`src/hdl/mutex_table_with_wait_queues_assert.svh`:
```
// Assertion macros shared by the lock table RTL.
`ifndef MUTEX_TABLE_WITH_WAIT_QUEUES_ASSERT_SVH
`define MUTEX_TABLE_WITH_WAIT_QUEUES_ASSERT_SVH

// Same-cycle implication, disabled while reset is asserted.
`define MTWQ_ASSERT_IMPL(lbl, ante, cons, msg) \
    lbl: assert property (@(posedge i_clk) disable iff (!i_rst_n) (ante) |-> (cons)) \
        else $error(msg);

// Next-cycle implication, disabled while reset is asserted.
`define MTWQ_ASSERT_NEXT(lbl, ante, cons, msg) \
    lbl: assert property (@(posedge i_clk) disable iff (!i_rst_n) (ante) |=> (cons)) \
        else $error(msg);

`endif

```
`src/hdl/mtwq_pkg.sv`:
```
// Types and codes of the lock table with wait queues.
`timescale 1ns / 1ps

package mtwq_pkg;

    // request kinds carried in tuser
    localparam logic [1:0] KIND_OPEN    = 2'd0;
    localparam logic [1:0] KIND_ACQUIRE = 2'd1;
    localparam logic [1:0] KIND_RELEASE = 2'd2;

    // result status codes
    localparam logic [1:0] ST_OK        = 2'd0;
    localparam logic [1:0] ST_BLOCKED   = 2'd1;
    localparam logic [1:0] ST_FULL      = 2'd2;
    localparam logic [1:0] ST_BAD_INDEX = 2'd3;

    typedef enum logic [2:0] {
        S_IDLE,
        S_EXEC,
        S_SEARCH,
        S_QREAD,
        S_LINK,
        S_DONE
    } t_state;

    // result item, status in the lowest bits
    typedef struct packed {
        logic [3:0] woken_task;
        logic       woken_valid;
        logic [3:0] index_out;
        logic [1:0] status;
    } t_result;

endpackage

```
`src/hdl/mutex_table_with_wait_queues.sv`:
```
// Lock table with per-lock FIFO wait queues, kept in synchronous memories.
//
// Channel  | Dir | Transfer fields (lowest bits first)
// ---------+-----+-----------------------------------------------------------
// s_axis   | in  | tuser: kind[1:0]; tdata: lock_key[31:0], lock_index[35:32],
//          |     |        task_id[39:36]
// m_axis   | out | tdata: status[1:0], index_out[5:2], woken_valid[6],
//          |     |        woken_task[10:7], zeros[15:11]
//
// One request at a time. Acquire reads the queue record when it must wait behind
// a waiter; release reads it when the queue is nonempty, then a link read when
// the queue has more than one waiter. Open searches the stored keys: the key
// memory's single port reads one stored key per cycle during the search.
// Reset is synchronous, active low, and clears the fill count, held and
// queue-nonempty bits. A result waiting in the output register does not stop
// the next request from being taken; only loading a new result waits for it.
`timescale 1ns / 1ps
`include "mutex_table_with_wait_queues_assert.svh"

module mutex_table_with_wait_queues #(
    parameter int LOCKS = 16,
    parameter int TASKS = 16
) (
    input  logic        i_clk,
    input  logic        i_rst_n,
    input  logic        s_axis_tvalid,
    output logic        s_axis_tready,
    input  logic [39:0] s_axis_tdata,   // lock_key, lock_index, task_id
    input  logic [1:0]  s_axis_tuser,   // kind
    output logic        m_axis_tvalid,
    input  logic        m_axis_tready,
    output logic [15:0] m_axis_tdata    // status, index_out, woken_valid, woken_task
);

    localparam int LW = (LOCKS > 1) ? $clog2(LOCKS) : 1;
    localparam int CW = $clog2(LOCKS + 1);
    localparam int TW = $clog2(TASKS);
    localparam logic [CW-1:0] LOCKS_CW = CW'(LOCKS);

    // head and tail of one lock's wait queue
    typedef struct packed {
        logic [TW-1:0] head;
        logic [TW-1:0] tail;
    } t_qrec;

    // ------------------------------------------------------------------
    // helpers
    // ------------------------------------------------------------------
    function automatic logic [3:0] f_to4(input logic [31:0] v);
        return v[3:0];
    endfunction

    // task_id modulo TASKS by repeated subtraction on a 4-bit value
    function automatic logic [TW-1:0] f_task_mod(input logic [3:0] v);
        logic [3:0]  m;
        logic [31:0] e;
        m = v;
        for (int k = 0; k < 8; k++) begin
            if (32'(m) >= 32'(TASKS)) begin
                m = m - 4'(TASKS);
            end
        end
        e = 32'(m);
        return e[TW-1:0];
    endfunction

    // ------------------------------------------------------------------
    // state
    // ------------------------------------------------------------------
    mtwq_pkg::t_state  r_state, n_state;

    // captured request
    logic [1:0]        r_kind;
    logic [31:0]       r_key;
    logic [3:0]        r_lidx;
    logic [TW-1:0]     r_task;

    // table bookkeeping in flops
    logic [CW-1:0]     r_used, n_used;
    logic [LOCKS-1:0]  r_held, n_held;
    logic [LOCKS-1:0]  r_nonempty, n_nonempty;

    // key search
    logic [CW-1:0]     r_cnt, n_cnt;
    logic              r_pend, n_pend;
    logic [LW-1:0]     r_pidx, n_pidx;

    // result and output register
    mtwq_pkg::t_result r_res, n_res;
    mtwq_pkg::t_result r_out, n_out;
    logic              r_out_valid, n_out_valid;

    // memories and their registered read data
    logic [31:0]       r_key_mem [LOCKS];
    logic [31:0]       r_key_rd;
    logic [LW-1:0]     key_addr;
    logic              key_we;

    t_qrec             r_q_mem [LOCKS];
    t_qrec             r_q_rd;
    t_qrec             q_wdata;
    logic              q_we;

    logic [TW-1:0]     r_link_mem [TASKS];
    logic [TW-1:0]     r_link_rd;
    logic [TW-1:0]     link_raddr;
    logic [TW-1:0]     link_waddr;
    logic              link_we;

    // ------------------------------------------------------------------
    // derived conditions
    // ------------------------------------------------------------------
    logic              accept;
    logic              out_free;
    logic [31:0]       lidx_ext;
    logic [LW-1:0]     idx_w;
    logic              idx_bad;
    logic              hit;
    logic              more;
    logic              full;

    assign accept   = s_axis_tvalid && s_axis_tready;
    assign out_free = !r_out_valid || m_axis_tready;
    assign lidx_ext = 32'(r_lidx);
    assign idx_w    = lidx_ext[LW-1:0];
    assign idx_bad  = lidx_ext >= 32'(r_used);
    assign hit      = r_pend && (r_key_rd == r_key);
    assign more     = r_cnt < r_used;
    assign full     = r_used == LOCKS_CW;

    // the queue record of the current lock is read every cycle; the link
    // memory is read at the queue head
    assign link_raddr = r_q_rd.head;

    assign s_axis_tready = (r_state == mtwq_pkg::S_IDLE);
    assign m_axis_tvalid = r_out_valid;
    assign m_axis_tdata  = {5'b0, r_out};

    // ------------------------------------------------------------------
    // next state
    // ------------------------------------------------------------------
    always_comb begin
        n_state = r_state;
        case (r_state)
            mtwq_pkg::S_IDLE: begin
                if (accept) begin
                    n_state = mtwq_pkg::S_EXEC;
                end
            end
            mtwq_pkg::S_EXEC: begin
                case (r_kind)
                    mtwq_pkg::KIND_OPEN: begin
                        n_state = mtwq_pkg::S_SEARCH;
                    end
                    mtwq_pkg::KIND_ACQUIRE: begin
                        if (!idx_bad && r_held[idx_w] && r_nonempty[idx_w]) begin
                            n_state = mtwq_pkg::S_QREAD;
                        end else begin
                            n_state = mtwq_pkg::S_DONE;
                        end
                    end
                    mtwq_pkg::KIND_RELEASE: begin
                        if (!idx_bad && r_nonempty[idx_w]) begin
                            n_state = mtwq_pkg::S_QREAD;
                        end else begin
                            n_state = mtwq_pkg::S_DONE;
                        end
                    end
                    default: begin
                        n_state = mtwq_pkg::S_DONE;
                    end
                endcase
            end
            mtwq_pkg::S_SEARCH: begin
                if (hit || !more) begin
                    n_state = mtwq_pkg::S_DONE;
                end
            end
            mtwq_pkg::S_QREAD: begin
                if ((r_kind == mtwq_pkg::KIND_RELEASE) && (r_q_rd.head != r_q_rd.tail)) begin
                    n_state = mtwq_pkg::S_LINK;
                end else begin
                    n_state = mtwq_pkg::S_DONE;
                end
            end
            mtwq_pkg::S_LINK: begin
                n_state = mtwq_pkg::S_DONE;
            end
            mtwq_pkg::S_DONE: begin
                if (out_free) begin
                    n_state = mtwq_pkg::S_IDLE;
                end
            end
            default: begin
                n_state = mtwq_pkg::S_IDLE;
            end
        endcase
    end

    // ------------------------------------------------------------------
    // datapath and memory controls
    // ------------------------------------------------------------------
    always_comb begin
        n_used      = r_used;
        n_held      = r_held;
        n_nonempty  = r_nonempty;
        n_cnt       = r_cnt;
        n_pend      = r_pend;
        n_pidx      = r_pidx;
        n_res       = r_res;
        n_out       = r_out;
        n_out_valid = r_out_valid && !m_axis_tready;   // drop a taken result
        key_addr    = r_cnt[LW-1:0];
        key_we      = 1'b0;
        q_we        = 1'b0;
        q_wdata     = r_q_rd;
        link_we     = 1'b0;
        link_waddr  = r_q_rd.tail;

        case (r_state)
            mtwq_pkg::S_EXEC: begin
                n_res  = '0;
                n_cnt  = '0;
                n_pend = 1'b0;
                case (r_kind)
                    mtwq_pkg::KIND_ACQUIRE: begin
                        if (idx_bad) begin
                            n_res.status = mtwq_pkg::ST_BAD_INDEX;
                        end else if (!r_held[idx_w]) begin
                            n_held[idx_w] = 1'b1;
                        end else if (!r_nonempty[idx_w]) begin
                            // first waiter: queue holds just this task
                            q_we                = 1'b1;
                            q_wdata.head        = r_task;
                            q_wdata.tail        = r_task;
                            n_nonempty[idx_w]   = 1'b1;
                            n_res.status        = mtwq_pkg::ST_BLOCKED;
                        end else begin
                            n_res.status = mtwq_pkg::ST_BLOCKED;
                        end
                    end
                    mtwq_pkg::KIND_RELEASE: begin
                        if (idx_bad) begin
                            n_res.status = mtwq_pkg::ST_BAD_INDEX;
                        end else if (!r_nonempty[idx_w]) begin
                            n_held[idx_w] = 1'b0;
                        end
                    end
                    default: begin
                    end
                endcase
            end
            mtwq_pkg::S_SEARCH: begin
                if (hit) begin
                    n_res.index_out = f_to4(32'(r_pidx));
                end else if (more) begin
                    // issue the next key read, compare it next cycle
                    n_pend = 1'b1;
                    n_pidx = r_cnt[LW-1:0];
                    n_cnt  = r_cnt + CW'(1);
                end else if (full) begin
                    n_res.status = mtwq_pkg::ST_FULL;
                end else begin
                    key_addr        = r_used[LW-1:0];
                    key_we          = 1'b1;
                    n_used          = r_used + CW'(1);
                    n_res.index_out = f_to4(32'(r_used));
                end
            end
            mtwq_pkg::S_QREAD: begin
                if (r_kind == mtwq_pkg::KIND_ACQUIRE) begin
                    // append behind the current tail
                    link_we      = 1'b1;
                    q_we         = 1'b1;
                    q_wdata.tail = r_task;
                end else begin
                    n_res.woken_valid = 1'b1;
                    n_res.woken_task  = f_to4(32'(r_q_rd.head));
                    if (r_q_rd.head == r_q_rd.tail) begin
                        n_nonempty[idx_w] = 1'b0;
                    end
                end
            end
            mtwq_pkg::S_LINK: begin
                // advance the head to the next waiter
                q_we         = 1'b1;
                q_wdata.head = r_link_rd;
            end
            mtwq_pkg::S_DONE: begin
                if (out_free) begin
                    n_out_valid = 1'b1;
                    n_out       = r_res;
                end
            end
            default: begin
            end
        endcase
    end

    // ------------------------------------------------------------------
    // registers
    // ------------------------------------------------------------------
    always_ff @(posedge i_clk) begin
        if (!i_rst_n) begin
            r_state     <= mtwq_pkg::S_IDLE;
            r_used      <= '0;
            r_held      <= '0;
            r_nonempty  <= '0;
            r_pend      <= 1'b0;
            r_out_valid <= 1'b0;
        end else begin
            r_state     <= n_state;
            r_used      <= n_used;
            r_held      <= n_held;
            r_nonempty  <= n_nonempty;
            r_pend      <= n_pend;
            r_out_valid <= n_out_valid;
        end
    end

    always_ff @(posedge i_clk) begin
        if (accept) begin
            r_kind <= s_axis_tuser;
            r_key  <= s_axis_tdata[31:0];
            r_lidx <= s_axis_tdata[35:32];
            r_task <= f_task_mod(s_axis_tdata[39:36]);
        end
        r_cnt  <= n_cnt;
        r_pidx <= n_pidx;
        r_res  <= n_res;
        r_out  <= n_out;
    end

    // ------------------------------------------------------------------
    // memories with registered read data
    // ------------------------------------------------------------------
    always_ff @(posedge i_clk) begin
        if (key_we) begin
            r_key_mem[key_addr] <= r_key;
        end
        r_key_rd <= r_key_mem[key_addr];
    end

    always_ff @(posedge i_clk) begin
        if (q_we) begin
            r_q_mem[idx_w] <= q_wdata;
        end
        r_q_rd <= r_q_mem[idx_w];
    end

    always_ff @(posedge i_clk) begin
        if (link_we) begin
            r_link_mem[link_waddr] <= r_task;
        end
        r_link_rd <= r_link_mem[link_raddr];
    end

    // ------------------------------------------------------------------
    // assertions
    // ------------------------------------------------------------------
    `MTWQ_ASSERT_IMPL(a_used_in_range, 1'b1, r_used <= LOCKS_CW, "fill count beyond table size")
    `MTWQ_ASSERT_IMPL(a_out_from_done, $rose(r_out_valid), $past(r_state) == mtwq_pkg::S_DONE, "result loaded outside done state")
    `MTWQ_ASSERT_IMPL(a_used_step, r_used != $past(r_used), ($past(r_state) == mtwq_pkg::S_SEARCH) && (r_used == $past(r_used) + CW'(1)), "fill count moved outside allocation")
    `MTWQ_ASSERT_NEXT(a_search_keeps_locks, r_state == mtwq_pkg::S_SEARCH, $stable(r_held) && $stable(r_nonempty), "lock bits changed during key search")

endmodule

```
`config.mk`:
```
export PLATFORM = sky130hd
export DESIGN_NAME = mutex_table_with_wait_queues
export DESIGN_NICKNAME = d
export VERILOG_FILES = /design/src/hdl/mtwq_pkg.sv /design/src/hdl/mutex_table_with_wait_queues.sv
export VERILOG_INCLUDE_DIRS = /design/src /design/src/hdl
export SDC_FILE = /design/constraint.sdc
export NUM_CORES = 1
export LEC_CHECK = 0
export BUFFER_PORTS_ARGS = -buffer_cell sky130_fd_sc_hd__buf_4
export CORE_UTILIZATION = 44
export DETAILED_ROUTE_END_ITERATION = 10
export GPL_ROUTABILITY_DRIVEN = 0
export SLEW_MARGIN = 10
export SYNTH_ARGS = -nofsm -noshare
export SYNTH_HDL_FRONTEND = slang
export SYNTH_SLANG_ARGS = --single-unit
```
`constraint.sdc`:
```
create_clock -name i_clk -period 11.4 [get_ports i_clk]
set_input_delay 1.71 -clock i_clk [delete_from_list [all_inputs] [get_ports i_clk]]
set_output_delay 1.71 -clock i_clk [all_outputs]
set_load 0.01 [all_outputs]
```
==> results.md <==
* CTS Sinks at 863
* Average routed wire per standard cell at 24.6 um
* Largest net degree at the start of global routing at 178
* Die area at 0.0778 sq mm
* RSZ-0062 raised after global routing: no
* Final Cycle Share at 0.466
* Fin. max-slew vios at 0
* Clock Latency Late Sink at 0.66 ns
* Total global-route track usage at 0.204
* Drt first pass iters at 5
* Layout cell share with drive strength beyond 1 at 0.162
* Non-Filler Instances at 3222
* Cell taking the most area after synthesis: edfxtp_1
* Slew HR at 0.254
* Cts hold-fix bufs at 0
* Top-area cell type share of the netlist area at 0.692
* Num CTS Buffers at 90
* EDFF count, synth at 777
* ANT nets after route at 0
* Startpoint type of the worst setup path: flip-flop
* Hold Crit Class: reg -> reg
* Fmax at 0.188 GHz
* Max H-tree Level at 3
* Synth Cell Area at 0.0337 sq mm
* Status: finished clean
* Maximum VDD drop at 135 uV
* Post-synth ARST share at 0
* Distinct cells, synth at 65
* Die width at 279 um
* Die height at 279 um
* DR vias at 18400
* DP HPWL at 44500 um
* Maximum fanout along the worst path at 56
* Synth area leaders: edfxtp_1 (69%), dfxtp_1 (5.1%), mux4_2 (4.7%)
* Power share of the clock group at 0.408
* Clk buf depth at 3
* Tot Pwr at 7250 uW
* Leakage at 0.0125 uW
* Clock Skew at 0.0469 ns
* Via density at 5.70
* Final setup violation count at 0
* Clk slew on worst S/H paths at 0.06 ns
* Sw frac at 0.238
* DRT iter0 DRCs at 1614
* Avg Cell Area, Syn at 16.4 sq um
* Initial antenna violation count at 4
* CP required at 11.88 ns
* First-pass GRT wire length at 118000 um
* #FFs+latches synth at 863
* Pwr Density at 189 mW/mm^2
* P_sw at 1730 uW
* Seq/Total Area, Yosys at 0.743
* Worst endpoint data arrival time at 5.80 ns
* Row cnt at 101
* # DRC at 0
* Fin nets at 2175
* Area growth syn-to-layout at 13.4%
* CORE AREA at 0.0759 sq mm
* Max cap viols at 0
* Ys Warns at 0
* Least-Margin Pin Slew at 1.12 ns
* Final Hold Vio Count at 0
* Total gr overflow at 0
* CTS Root Buffer Type: clkbuf_16
* IO buf count at 58
* Internal power at 5520 uW
* WL final at 79400 um
* Commonest non-fill, non-tap cell in the layout: edfxtp_1
* Initial Utilization at 0.444
* Cells after synthesis at 2054
* Final Critical Period at 5.32 ns
* Critical path class: reg -> reg
* Comb pwr share at 0.085
* Most frequent cells in the layout: edfxtp_1 (777), nand2_1 (212), a21oi_1 (174), a221oi_1 (121), buf_4 (98)
* TNS Setup at 0 ns
* Vias in the first global route at 18500
* CP Capture Type: flip-flop
* I/O Pins at 64
* CTS tree: done
* Postcts setup bufs at 0
* Cts repair resizes at 0
* Placed cells at 3051
* Main synth FF type: edfxtp_1
* Reg power frac at 0.508
-- routing by layer --
| layer | GRT usage | up-vias | part of all wire | wire length, um |
|---|---|---|---|---|
| met5 | 0 | - | 0 | 0 |
| li1 | - | 8251 | - | - |
| met3 | 0.0300 | 109 | 0.056 | 4450 |
| met4 | 0.0610 | 0 | 0.022 | 1750 |
| met1 | 0.285 | 9429 | 0.43 | 34400 |
| met2 | 0.332 | 573 | 0.49 | 38800 |
-- cells in the mapped netlist, drive strengths merged (7+ instances only) --
cell    count
nor3       11
ha         16
clkbuf     83
o211ai     19
xnor2      25
dfxtp      86
a21oi     174
nor2b       7
mux2i      96
and2        9
inv        12
a21boi     22
o31ai      16
nand4      11
xor2       16
nor2       69
mux4       70
buf        52
a221oi    128
nand3      17
nand2     212
or4        37
or3        18
edfxtp    777
o21ai      26
-- area by class of cell --
cell class,instances,area (sq um)
multi-input cells,1047,8110
fillers,6271,37700
clock inverters,55,599
flip-flops and latches,863,25100
clock buffers,113,2410
repair buffers,99,756
diodes,3,7.51
well taps,1030,1290
inverters,12,45.0
-- flip-flops by register name (all words and copies together), names as in the netlist, 4 cells and up, named ones only --
name / cells
m_axis_tdata: 11
r_key: 32
r_link_rd: 4
r_used: 5
r_task: 4
r_key_mem: 512
r_res: 11
r_cnt: 5
r_key_rd: 32
r_link_mem: 64
r_pidx: 4
link_waddr: 4
r_q_mem: 128
idx_w: 4
link_raddr: 4
-- per-stage QoR --
stage                     hold WS (ns)   util  area, sq um  worst slack [ns]
after floorplan                  0.400      -        33700              7.28
after global placement           0.403  0.464        35200              6.25
after detailed placement         0.408  0.464        35200              6.18
after CTS                        0.422  0.504        38300              6.14
after global routing             0.437  0.504        38300              5.90
final                            0.420  0.504        38300              6.08
-- final timing paths --
kind	start	to	slack [ns]	depth (start not counted)
worst min-delay path	r_res[6]	m_axis_tdata[6]	0.42	0
worst max register to register	r_key[6]	r_key_rd[1]	6.08	9
worst max-delay path	r_key[6]	r_key_rd[1]	6.08	9
worst min register to register	r_res[6]	m_axis_tdata[6]	0.42	0
-- critical path, cell delays in order (launching register included) --
cell	delay (ns)
edfxtp_1	0.59
xnor2_1	0.48
nand4_1	0.34
nor4_4	0.49
and4_1	0.46
o311a_4	0.64
buf_4	0.65
buf_4	0.63
a221oi_1	0.21
or4_1	0.56
-- power groups by stage --
stage	combinational [uW]	sequential, uW	clock [uW]
after floorplan	431	3700	0
after global placement	608	3740	0
after detailed placement	618	3740	0
after CTS	620	3680	3010
after global routing	662	3690	3120
final	614	3680	2950
-- cells by family after synthesis --
logic type | share of synthesized area
adder cells (fa/ha/maj) | 0.00593
buffers and inverters | 0.0226
XOR/XNOR | 0.0106
multiplexers | 0.0766
AO/OA/AOI/OAI | 0.0846
flip-flops | 0.743
other | 0.000111
AND/OR/NAND/NOR | 0.0569
Note: power is estimated with default switching activity, not from simulation.
